### src/hdl/brm_pkg.sv
// ----------------------------------------------------------------------------
// brm_pkg
// Shared types and codes for the banked ROM mapper: action codes, register
// decode codes, emission positions and the controller/datapath interface.
// ----------------------------------------------------------------------------
package brm_pkg;

  // Action codes of an input word
  localparam logic [1:0] ACT_WRITE  = 2'd0;
  localparam logic [1:0] ACT_TICK   = 2'd1;
  localparam logic [1:0] ACT_REPORT = 2'd2;

  // Register decode: {address[14:13], address[0]} with address[15] set
  localparam logic [2:0] REG_BANK_SEL   = 3'b000;
  localparam logic [2:0] REG_BANK_DATA  = 3'b001;
  localparam logic [2:0] REG_MIRROR     = 3'b010;
  localparam logic [2:0] REG_UNUSED     = 3'b011;
  localparam logic [2:0] REG_IRQ_COUNT  = 3'b100;
  localparam logic [2:0] REG_IRQ_RELOAD = 3'b101;
  localparam logic [2:0] REG_IRQ_OFF    = 3'b110;
  localparam logic [2:0] REG_IRQ_ON     = 3'b111;

  // Configuration register indexes
  localparam logic CFG_PRG_COUNT   = 1'b0;
  localparam logic CFG_FOUR_SCREEN = 1'b1;

  // Result kinds
  localparam logic [1:0] KIND_PRG    = 2'd0;
  localparam logic [1:0] KIND_CHR    = 2'd1;
  localparam logic [1:0] KIND_MIRROR = 2'd2;
  localparam logic [1:0] KIND_IRQ    = 2'd3;

  // Emission positions: 0..3 program slots, 4..11 pattern slots, then singles
  localparam logic [3:0] POS_PRG_FIRST = 4'd0;
  localparam logic [3:0] POS_PRG_LAST  = 4'd3;
  localparam logic [3:0] POS_CHR_FIRST = 4'd4;
  localparam logic [3:0] POS_CHR_LAST  = 4'd11;
  localparam logic [3:0] POS_MIRROR    = 4'd12;
  localparam logic [3:0] POS_IRQ       = 4'd13;

  // Bank selector codes that pick a program register
  localparam logic [2:0] SEL_PRG_0 = 3'd6;

  // State update operations issued by the controller
  typedef enum logic [2:0] {
    OP_NONE,
    OP_BANK_SEL,
    OP_BANK_DATA,
    OP_IRQ_COUNT,
    OP_IRQ_RELOAD,
    OP_IRQ_OFF,
    OP_IRQ_ON,
    OP_TICK
  } brm_op_e;

  typedef struct packed {
    brm_op_e    op;
    logic       emit;
    logic [3:0] pos;
    logic       last;
  } brm_cmd_t;

  typedef struct packed {
    logic [2:0] sel;
    logic       four_screen;
    logic       irq_due;
  } brm_status_t;

endpackage

### src/hdl/banked_rom_mapper_scanline_irq.sv
// ----------------------------------------------------------------------------
// banked_rom_mapper_scanline_irq
// Cartridge bank mapper with scanline IRQ counter, top level.
// ----------------------------------------------------------------------------
// A word is taken when start_i is high and busy_o is low. Its results leave
// on strobe_o, one word per cycle, each for exactly one cycle; the receiver
// must take every strobed word as it comes, there is no way to stall it.
// A single word (mirroring or IRQ) appears the cycle after the input is
// taken; a run of slot words starts only after the controller has entered
// its emit state. A bank select write or a mapping report streams twelve
// words (four program slots, then eight pattern slots) and holds busy_o
// until the last of them is issued; a bank data write streams four or
// eight words. Mirroring, IRQ and other register writes and scanline ticks
// give at most one word and do not set busy_o. The slot sequencer in the
// controller walks one slot per cycle through the result register. last_o
// marks the final word of each item. Write the configuration port only
// while busy_o is low and no word is still due.
// ----------------------------------------------------------------------------
module banked_rom_mapper_scanline_irq (
  input  logic        clk_i,
  input  logic        rst_ni,
  // command channel
  input  logic        start_i,
  output logic        busy_o,
  input  logic [1:0]  action_i,
  input  logic [15:0] address_i,
  input  logic [7:0]  value_i,
  input  logic        in_vblank_i,
  // result channel
  output logic        strobe_o,
  output logic [1:0]  kind_o,
  output logic [2:0]  slot_o,
  output logic [7:0]  bank_o,
  output logic        last_o,
  // configuration port
  input  logic        cfg_we_i,
  input  logic        cfg_index_i,
  input  logic [8:0]  cfg_data_i
);
  import brm_pkg::*;

  brm_cmd_t    cmd;
  brm_status_t status;

  // Decode the word and step through the slots
  brm_ctrl u_ctrl (
    .clk_i      (clk_i),
    .rst_ni     (rst_ni),
    .start_i    (start_i),
    .action_i   (action_i),
    .address_i  (address_i),
    .in_vblank_i(in_vblank_i),
    .status_i   (status),
    .busy_o     (busy_o),
    .cmd_o      (cmd)
  );

  // Hold the bank and IRQ state, form each result word
  brm_dp u_dp (
    .clk_i      (clk_i),
    .rst_ni     (rst_ni),
    .cfg_we_i   (cfg_we_i),
    .cfg_index_i(cfg_index_i),
    .cfg_data_i (cfg_data_i),
    .value_i    (value_i),
    .cmd_i      (cmd),
    .status_o   (status),
    .strobe_o   (strobe_o),
    .kind_o     (kind_o),
    .slot_o     (slot_o),
    .bank_o     (bank_o),
    .last_o     (last_o)
  );

endmodule

### src/hdl/brm_ctrl.sv
// ----------------------------------------------------------------------------
// brm_ctrl
// Controller: decodes an accepted word and sequences the slot emissions.
// ----------------------------------------------------------------------------
module brm_ctrl (
  input  logic                 clk_i,
  input  logic                 rst_ni,
  input  logic                 start_i,
  input  logic [1:0]           action_i,
  input  logic [15:0]          address_i,
  input  logic                 in_vblank_i,
  input  brm_pkg::brm_status_t status_i,
  output logic                 busy_o,
  output brm_pkg::brm_cmd_t    cmd_o
);
  import brm_pkg::*;

  localparam logic S_IDLE = 1'b0;
  localparam logic S_EMIT = 1'b1;

  logic       state_q, state_d;
  logic [3:0] pos_q, pos_d;
  logic [3:0] end_q, end_d;
  logic       accept;
  logic [2:0] reg_code;

  assign busy_o   = (state_q == S_EMIT);
  assign accept   = start_i && !busy_o;
  assign reg_code = {address_i[14:13], address_i[0]};

  always_comb begin
    cmd_o   = '{op: OP_NONE, emit: 1'b0, pos: POS_PRG_FIRST, last: 1'b0};
    state_d = state_q;
    pos_d   = pos_q;
    end_d   = end_q;
    unique case (state_q)
      S_IDLE: begin
        if (accept) begin
          case (action_i)
            ACT_WRITE: begin
              if (address_i[15]) begin
                unique case (reg_code)
                  REG_BANK_SEL: begin
                    cmd_o.op = OP_BANK_SEL;
                    state_d  = S_EMIT;
                    pos_d    = POS_PRG_FIRST;
                    end_d    = POS_CHR_LAST;
                  end
                  REG_BANK_DATA: begin
                    cmd_o.op = OP_BANK_DATA;
                    state_d  = S_EMIT;
                    if (status_i.sel >= SEL_PRG_0) begin
                      pos_d = POS_PRG_FIRST;
                      end_d = POS_PRG_LAST;
                    end else begin
                      pos_d = POS_CHR_FIRST;
                      end_d = POS_CHR_LAST;
                    end
                  end
                  REG_MIRROR: begin
                    if (!status_i.four_screen) begin
                      cmd_o.emit = 1'b1;
                      cmd_o.pos  = POS_MIRROR;
                      cmd_o.last = 1'b1;
                    end
                  end
                  REG_UNUSED:     cmd_o.op = OP_NONE;
                  REG_IRQ_COUNT:  cmd_o.op = OP_IRQ_COUNT;
                  REG_IRQ_RELOAD: cmd_o.op = OP_IRQ_RELOAD;
                  REG_IRQ_OFF:    cmd_o.op = OP_IRQ_OFF;
                  REG_IRQ_ON:     cmd_o.op = OP_IRQ_ON;
                  default:        cmd_o.op = OP_NONE;
                endcase
              end
            end
            ACT_TICK: begin
              if (!in_vblank_i) begin
                cmd_o.op = OP_TICK;
                if (status_i.irq_due) begin
                  cmd_o.emit = 1'b1;
                  cmd_o.pos  = POS_IRQ;
                  cmd_o.last = 1'b1;
                end
              end
            end
            ACT_REPORT: begin
              state_d = S_EMIT;
              pos_d   = POS_PRG_FIRST;
              end_d   = POS_CHR_LAST;
            end
            default: cmd_o.op = OP_NONE;
          endcase
        end
      end
      S_EMIT: begin
        cmd_o.emit = 1'b1;
        cmd_o.pos  = pos_q;
        cmd_o.last = (pos_q == end_q);
        pos_d      = pos_q + 4'd1;
        if (pos_q == end_q) begin
          state_d = S_IDLE;
        end
      end
      default: state_d = S_IDLE;
    endcase
  end

  always_ff @(posedge clk_i or negedge rst_ni) begin
    if (!rst_ni) begin
      state_q <= S_IDLE;
      pos_q   <= POS_PRG_FIRST;
      end_q   <= POS_PRG_FIRST;
    end else begin
      state_q <= state_d;
      pos_q   <= pos_d;
      end_q   <= end_d;
    end
  end

  a_pos_in_range: assert property (@(posedge clk_i) disable iff (!rst_ni)
    state_q == S_EMIT |-> pos_q <= end_q && end_q <= POS_CHR_LAST)
    else $error("emission position beyond end of run");

  a_run_ends: assert property (@(posedge clk_i) disable iff (!rst_ni)
    state_q == S_EMIT && pos_q == end_q |=> state_q == S_IDLE)
    else $error("sequencer did not return to idle after last word");

  a_report_run: assert property (@(posedge clk_i) disable iff (!rst_ni)
    accept && action_i == ACT_REPORT |=>
      state_q == S_EMIT && pos_q == POS_PRG_FIRST && end_q == POS_CHR_LAST)
    else $error("report did not start a full run");

  a_single_not_in_run: assert property (@(posedge clk_i) disable iff (!rst_ni)
    cmd_o.emit && (cmd_o.pos == POS_MIRROR || cmd_o.pos == POS_IRQ) |->
      state_q == S_IDLE && cmd_o.last)
    else $error("single word issued inside a run");

endmodule

### src/hdl/brm_dp.sv
// ----------------------------------------------------------------------------
// brm_dp
// Datapath: bank, IRQ and configuration registers plus the result register.
// ----------------------------------------------------------------------------
module brm_dp (
  input  logic                 clk_i,
  input  logic                 rst_ni,
  input  logic                 cfg_we_i,
  input  logic                 cfg_index_i,
  input  logic [8:0]           cfg_data_i,
  input  logic [7:0]           value_i,
  input  brm_pkg::brm_cmd_t    cmd_i,
  output brm_pkg::brm_status_t status_o,
  output logic                 strobe_o,
  output logic [1:0]           kind_o,
  output logic [2:0]           slot_o,
  output logic [7:0]           bank_o,
  output logic                 last_o
);
  import brm_pkg::*;

  logic [8:0] prg_count_q;
  logic       four_screen_q;
  logic [7:0] bank_select_q;
  logic [7:0] prg_q [2];
  logic [7:0] chr_q [8];
  logic       irq_on_q;
  logic [7:0] irq_count_q;
  logic [7:0] irq_reload_q;

  logic       strobe_q;
  logic [1:0] kind_q, kind_d;
  logic [2:0] slot_q, slot_d;
  logic [7:0] bank_q, bank_d;
  logic       last_q;

  logic [2:0] sel;
  logic [7:0] second_last;
  logic [7:0] final_bank;
  logic       prg_swap;
  logic [2:0] chr_slot;
  logic [2:0] chr_idx;

  assign sel         = bank_select_q[2:0];
  assign second_last = prg_count_q[7:0] - 8'd2;
  assign final_bank  = prg_count_q[7:0] - 8'd1;
  assign prg_swap    = bank_select_q[6];
  assign chr_slot    = 3'(cmd_i.pos - POS_CHR_FIRST);
  assign chr_idx     = chr_slot ^ {bank_select_q[7], 2'b00};

  assign status_o = '{sel: sel, four_screen: four_screen_q,
                      irq_due: irq_on_q && (irq_count_q == 8'd0)};

  // Configuration
  always_ff @(posedge clk_i or negedge rst_ni) begin
    if (!rst_ni) begin
      prg_count_q   <= 9'd32;
      four_screen_q <= 1'b0;
    end else if (cfg_we_i) begin
      unique case (cfg_index_i)
        CFG_PRG_COUNT:   prg_count_q   <= cfg_data_i;
        CFG_FOUR_SCREEN: four_screen_q <= cfg_data_i[0];
        default:         prg_count_q   <= prg_count_q;
      endcase
    end
  end

  // Mapper state
  always_ff @(posedge clk_i or negedge rst_ni) begin
    if (!rst_ni) begin
      bank_select_q <= 8'd0;
      prg_q[0]      <= 8'd0;
      prg_q[1]      <= 8'd1;
      for (int i = 0; i < 8; i++) begin
        chr_q[i] <= 8'(i);
      end
      irq_on_q     <= 1'b0;
      irq_count_q  <= 8'd0;
      irq_reload_q <= 8'd0;
    end else begin
      unique case (cmd_i.op)
        OP_BANK_SEL: bank_select_q <= value_i;
        OP_BANK_DATA: begin
          if (sel <= 3'd1) begin
            chr_q[{sel[1:0], 1'b0}] <= {value_i[7:1], 1'b0};
            chr_q[{sel[1:0], 1'b1}] <= {value_i[7:1], 1'b1};
          end else if (sel < SEL_PRG_0) begin
            chr_q[sel + 3'd2] <= value_i;
          end else begin
            prg_q[sel[0]] <= value_i;
          end
        end
        OP_IRQ_COUNT: begin
          irq_count_q <= value_i;
          irq_on_q    <= 1'b1;
        end
        OP_IRQ_RELOAD: irq_reload_q <= value_i;
        OP_IRQ_OFF:    irq_on_q     <= 1'b0;
        OP_IRQ_ON:     irq_on_q     <= 1'b1;
        OP_TICK: begin
          if (irq_on_q) begin
            if (irq_count_q == 8'd0) begin
              irq_count_q <= irq_reload_q;
            end else begin
              irq_count_q <= irq_count_q - 8'd1;
            end
          end
        end
        default: irq_on_q <= irq_on_q;
      endcase
    end
  end

  // Result word for the current emission position
  always_comb begin
    kind_d = KIND_PRG;
    slot_d = 3'd0;
    bank_d = 8'd0;
    if (cmd_i.pos <= POS_PRG_LAST) begin
      slot_d = {1'b0, cmd_i.pos[1:0]};
      unique case (cmd_i.pos[1:0])
        2'd0:    bank_d = prg_swap ? second_last : prg_q[0];
        2'd1:    bank_d = prg_q[1];
        2'd2:    bank_d = prg_swap ? prg_q[0] : second_last;
        default: bank_d = final_bank;
      endcase
    end else if (cmd_i.pos <= POS_CHR_LAST) begin
      kind_d = KIND_CHR;
      slot_d = chr_slot;
      bank_d = chr_q[chr_idx];
    end else if (cmd_i.pos == POS_MIRROR) begin
      kind_d = KIND_MIRROR;
      bank_d = {7'd0, value_i[0]};
    end else begin
      kind_d = KIND_IRQ;
    end
  end

  always_ff @(posedge clk_i or negedge rst_ni) begin
    if (!rst_ni) begin
      strobe_q <= 1'b0;
    end else begin
      strobe_q <= cmd_i.emit;
    end
  end

  always_ff @(posedge clk_i) begin
    if (cmd_i.emit) begin
      kind_q <= kind_d;
      slot_q <= slot_d;
      bank_q <= bank_d;
      last_q <= cmd_i.last;
    end
  end

  assign strobe_o = strobe_q;
  assign kind_o   = kind_q;
  assign slot_o   = slot_q;
  assign bank_o   = bank_q;
  assign last_o   = last_q;

endmodule

### config.mk
export PLATFORM = sky130hd
export DESIGN_NAME = banked_rom_mapper_scanline_irq
export DESIGN_NICKNAME = d
export VERILOG_FILES = /design/src/hdl/brm_pkg.sv /design/src/hdl/banked_rom_mapper_scanline_irq.sv /design/src/hdl/brm_ctrl.sv /design/src/hdl/brm_dp.sv
export SDC_FILE = /design/constraint.sdc
export NUM_CORES = 1
export LEC_CHECK = 0
export BUFFER_PORTS_ARGS = -buffer_cell sky130_fd_sc_hd__buf_2
export CORE_MARGIN = 2
export CORE_UTILIZATION = 30
export CTS_BUF_LIST = sky130_fd_sc_hd__clkbuf_4 sky130_fd_sc_hd__clkbuf_8
export CTS_CLUSTER_DIAMETER = 150
export DETAILED_ROUTE_END_ITERATION = 12
export GPL_TIMING_DRIVEN = 1
export HOLD_SLACK_MARGIN = 0.12
export PLACE_DENSITY = 0.57
export SLEW_MARGIN = 40
export SYNTH_ARGS = -nofsm -noshare
export SYNTH_HDL_FRONTEND = slang
export SYNTH_SLANG_ARGS = --single-unit
export TNS_END_PERCENT = 10
### constraint.sdc
create_clock -name clk_i -period 7.9 [get_ports clk_i]
set_clock_uncertainty 0.2 [all_clocks]
set_input_delay 0.395 -clock clk_i [delete_from_list [all_inputs] [get_ports clk_i]]
set_output_delay 0.395 -clock clk_i [all_outputs]
set_load 0.005 [all_outputs]
## Word-level counts from Yosys, hierarchy flattened

Cells that the tools add are included.
Widths: inputs -> output; s select.

- Register bits: 138
- Input port bits: 41
- Output and inout port bits: 16
- Logic and storage cells: 167

- Add/sub/neg operators: 6
- Order comparisons: 14
- Eq/ne operators: 26
- Mux-type cells: 58
- Bitwise logic cells: 11
- Reduce and logical (&&, ||, !) cells: 26

Operators by type and width:

| operator | number |
|---|---|
| $bwmux 64 | 3 |
| $mux 64 | 2 |
| $mux 8 | 12 |
| $demux 8 s3 | 3 |
| $pmux 4 s2 | 5 |
| $mux 9 | 3 |
| $bmux 8 s3 | 1 |
| $eq 3x3->1 const B | 8 |
| $pmux 6 s2 | 2 |
| $pmux 8 s3 | 1 |
| $mux 6 | 3 |
| $pmux 3 s6 | 1 |
| $bwmux 16 | 1 |
| $ge 4x4->1 const B | 4 |
| $mux 4 | 4 |
| $not 3->4 | 4 |
| $pmux 8 s2 | 1 |
| $sub 8x1->8 const B | 2 |
| $lt 4x1->1 const B | 3 |
| $eq 3x2->1 const B | 3 |
| $ne 3x3->1 const B | 3 |
| $demux 8 s1 | 1 |
| $logic_not 8->1 | 1 |
| $reduce_and 2->1 | 4 |
| 36 further kinds | 66 |

## Longest topological paths before layout

- Depth in word-level cells: 15
- Mapped depth: 14
- Gate-level depth less buffers: 13

## Hierarchy

Synthesis repeated with hierarchy kept, for this count alone.

- Cell total of the unflattened synthesis: 536
- Area, all modules: 6,776.5 um2

By module, submodules not included:

| module | times used | cells an instance | area an instance (um2) | seq. area each (um2) |
|---|---|---|---|---|
| brm_dp | 1 | 471 | 6,183.4 | 3,240.6 |
| brm_ctrl | 1 | 65 | 593.1 | 175.2 |

## Least setup slack after synthesis

OpenSTA, ideal clock, no wires.

- Path kind: input-to-reg
- Start point: input address_i[0]
- End point: register u_dp.bank_q[3] (netlist: u_dp.bank_o[3]), data pin
- Library setup time: 0.136 ns
- Data arrival time: 3.150 ns
- Required time: 7.564 ns
- Path slack: 4.414 ns
- Stages: 12
- Path buffers: 1
- Cells stage by stage: or4b_1 or4_4 and2_1 nand2_1 o21a_1 inv_1 ha_1 or2_2 and3b_1 buf_2 o311ai_1 nand3_1

- Longest elaborated chain between the ends: 14
- Elaborated cells on any way between the ends: 20
- Classes of those cells: 1 x add/sub; 2 x order compare; 3 x eq/ne; 11 x mux; 2 x bitwise; 1 x reduce/logical

RTL lines:

| element | line | RTL |
|---|---|---|
| from (decl) | banked_rom_mapper_scanline_irq.sv:26 | `input logic [15:0] address_i,` |
| $eq 3x2->1 (*) | brm_ctrl.sv:42 | `unique case (reg_code)` |
| $mux 6 (*) | brm_ctrl.sv:42 |  |
| $mux 9 (*) | brm_ctrl.sv:41 | `if (address_i[15]) begin` |
| $pmux 6 s2 (*) | brm_ctrl.sv:39 | `case (action_i)` |
| $mux 9 (*) | brm_ctrl.sv:38 | `if (accept) begin` |
| $pmux 6 s2 (*) | brm_ctrl.sv:36 | `unique case (state_q)` |
| $sub 3x3->3 | brm_dp.sv:48 | `assign chr_slot = 3'(cmd_i.pos - POS_CHR_FIRST);` |
| $xor 3x3->3 | brm_dp.sv:49 | `assign chr_idx = chr_slot ^ {bank_select_q[7], 2'b00};` |
| $not 3->4 (not written as such) | brm_dp.sv:130 | `bank_d = chr_q[chr_idx];` |
| $bmux 8 s3 | brm_dp.sv:130 |  |
| $mux 8 (not written as such) (2 in series) | brm_dp.sv:130 |  |
| $mux 8 | brm_dp.sv:127 | `end else if (cmd_i.pos <= POS_CHR_LAST) begin` |
| $mux 8 (*) | brm_dp.sv:119 | `if (cmd_i.pos <= POS_PRG_LAST) begin` |
| named net u_dp.bank_d[3] | brm_dp.sv:34 | `logic [7:0] bank_q, bank_d;` |
| to (signal assigned) | brm_dp.sv:151 | `bank_q <= bank_d;` |
| to (decl) | brm_dp.sv:34 |  |

Mark *: on every way through the listed nets, which the timed path passes. The rest lies on a longest branch. The select of a mux whose other input is x is not followed.
A chain may end at the register's enable or synchronous reset.

## Final worst setup path

- Start point: input address_i[13]
- End point: register u_dp.bank_q[1] (netlist: u_dp.bank_o[1]), data pin

The elaborated chain is that of the path after synthesis.

==> run summary <==
Critical path class = in -> reg
Syn Std Cell Area = 0.006593 sq mm
Clk sinks = 133
Hold WS = 0.1538 ns
Final Hold Fails = 0
Pin count of the biggest net entering global routing = 69
Synthesized flop and latch total = 133
Area of the multi-input gates = 0.003037 sq mm
Final Wtd Congestion = 0.7868
Most instantiated library cell after synthesis = dfrtp_1
Skew-Pair Late Insertion Delay = 0.45 ns
Initial core utilization = 0.3040
Routed WL per cell = 17.59 um
CTS resizes = 0
Arrival @ worst endpoint = 4.38 ns
Row count = 54
Launching element type of the critical path = input port
1st-iter DRT viols = 280
Status = finished, final reports clean
Vias in the first global route = 4674
Ant. Diodes = 0
Final setup TNS = 0 ns
Fin crit period = 4.261 ns
Worst path required time = 8.02 ns
Core box area = 0.02169 sq mm
PwrDens = 289.8 mW/mm^2
Register area share after synthesis = 0.5181
CP max-delay cell = dlygate4sd3_1
Total Routing Usage GR = 0.1390
CP cell instances = dlygate4sd3_1, buf_2, or4b_1, or4_4, and2_1, nand2_2, o21a_1, inv_1, ha_1, or2_2, and3b_1, a22oi_1, nand2_1
Worst-path clk slew = 0.08 ns
Distinct cells, synth = 58
Final worst path period share = 0.5393
Post-Syn Nets = 610
Die area = 0.02318 sq mm
Port bufs = 43
MaxCap Viol Count = 0
Global route overflow = 0
VDD IR max = 103.9 uV
Leakage power = 3.432 nW
Hold WC Path Type = in -> reg
Max Slew Vio Count = 0
Final ANT Viol Nets = 0
Clock Path Buffers = 2
Layout cells sized above 1 = 0.3505
Initial antenna violation count = 0
Top Family by Delay on Critical Path = simple AND/OR/NAND/NOR gates
Top_reg_cell synth = dfrtp_1
Detailed placement HPWL = 10.73 mm
Via count = 4603
DR DRC count = 0
Crit path max fanout = 16
Synth Instances = 561
Register area = 0.003416 sq mm
H-tree lvl count = 4
CTS tree = yes
Crit. End Element = flip-flop
Pre-antenna DRT Iters = 5
DP Area = 0.007091 sq mm
Vias/cell = 5.103
Fmax = 0.2347 GHz
Worst R2R Setup Slack = 3.67 ns
Die width = 152.2 um
Final setup viols = 0
Fin area = 0.007664 sq mm
Avg Cell Area, Syn = 11.75 sq um
Post-synth EDFFs = 14
TritonCTS Buffers = 17
Area grow syn2layout = 16.25%
Die height = 152.2 um
Area leader, netlist = dfrtp_1
First-pass GRT wire length = 25.31 mm
Fin util = 0.3534
Ys async rst share = 0.8947
# fillers = 2133
Max-slew headroom = 0.4395
Num ports = 57
Synth area leaders = dfrtp_1, mux2_2, edfxtp_1
Layout Nets = 658
CTS Root Cell = clkbuf_8
Slew at the pin closest to its max-slew limit = 0.8389 ns
Post-synth top cells = dfrtp_1, mux2_2, nor2_1, nand2_1, a21oi_1
Buf/Inv on CP = 3
Final wirelength = 15.87 mm
RSZ-0062 raised after global routing = false
CP max stage delay = 0.52 ns
Yosys warnings = 0
Top cell type's share of synthesized area = 0.3986
==> sequential cells by signal, indices dropped and copies added, names as in the netlist, 2 cells and up <==
register and cells:
u_dp.prg_count_q 8, u_dp.prg_q 16, u_dp.irq_reload_q 8, u_dp.bank_o 8, u_dp.irq_count_q 8, u_dp.chr_q 64, u_dp.kind_o 2, u_ctrl.pos_q 4
u_dp.slot_o 3, u_ctrl.end_q 2, u_dp.bank_select_q 5
==> worst reg2reg max path, delay by kind of cell, from the launching register on <==
kind                       cells  cell delay, ns
and+or+nand+nor                7            2.55
DFF                            1            0.56
AOI/OAI and AO/OA              2            0.42
adders and majority gates      1            0.32
buffers and inverters          1            0.05
==> path summary, 6_finish.rpt <==
path,depth (start not counted),endpoint,from
worst max-delay path,13,u_dp.bank_o[1]$_DFFE_PP_,address_i[13]
worst min-delay path,2,u_dp.prg_q[8]$_DFFE_PN0P_,value_i[0]
worst max register to register,11,u_dp.bank_o[1]$_DFFE_PP_,u_ctrl.busy_o$_DFF_PN0_
worst min register to register,1,u_dp.chr_q[54]$_DFFE_PN0P_,u_dp.chr_q[54]$_DFFE_PN0P_
max in group asynchronous,3,u_dp.chr_q[36]$_DFFE_PN0P_,rst_ni
min in group asynchronous,2,u_dp.irq_reload_q[3]$_DFFE_PN0N_,rst_ni
==> cell families (layout without fill, tap and decap cells) <==
logic type                 after synthesis  in the layout  share of synthesized area
adders and majority gates                8              8                    0.01518
xor gates and xnor gates                17             17                    0.02259
muxes                                  115            115                     0.2050
and+or+nand+nor                        143            143                     0.1086
DFF                                    133            133                     0.5181
AOI/OAI and AO/OA                       99             99                     0.1025
buffers and inverters                   46            107                    0.02809
==> power by group <==
part           total (W)  leakage [nW]  internal (W)  switching, W
Combinational   0.000707          1.53      0.000275      0.000432
Sequential      0.000917          1.69      0.000816      0.000102
Clock           0.000596         0.207      0.000314      0.000282
Total            0.00222          3.43       0.00140      0.000816
==> cells in the final DEF, fill, tap and decap left out, types with 6 or more instances in the layout <==
master and n:
edfxtp_1 14, mux2i_1 9, mux2_2 100, dlygate4sd3_1 14, inv_1 13, buf_2 42, nand3_1 12, o21ai_0 16
dfstp_2 14, dfrtp_1 105, clkbuf_8 17, mux4_2 6, a211oi_1 16, nand2_1 36, xnor2_1 7, a21oi_1 26
nor2b_1 6, ha_1 8, nor2_1 49, xor2_1 9
==> layer usage <==
metal  vias up  routed length, um  track usage
met3        26                627      0.03641
met1      2347               7065       0.1726
met5         -                  0            0
met2        94               7801       0.2304
li1       2136                  -            -
met4         0                371      0.05785
==> layout make-up <==
class	count	share of cell area
clock buffer	17	0.03053
clock inverter	15	0.02335
inverter	13	0.006367
multi-input combinational	382	0.3962
sequential	133	0.4457
tap	280	0.04571
timing repair buffer	62	0.05208
==> metrics by stage <==
stage / power [W] / setup WS [ns] / std cells
floorplan: 0.001372 / 4.414 / 561
global placement: 0.001597 / 3.305 / 856
detailed placement: 0.001619 / 3.197 / 856
CTS: 0.002233 / 3.170 / 902
global route: 0.002346 / 3.383 / 902
finish: 0.002221 / 3.639 / 902
==> timing repair <==
action	4_1_cts	5_1_grt
hold buffers	14	0
setup buffers	0	0
hold endpoints to repair	61	0
(Power assumes the default switching activity.)
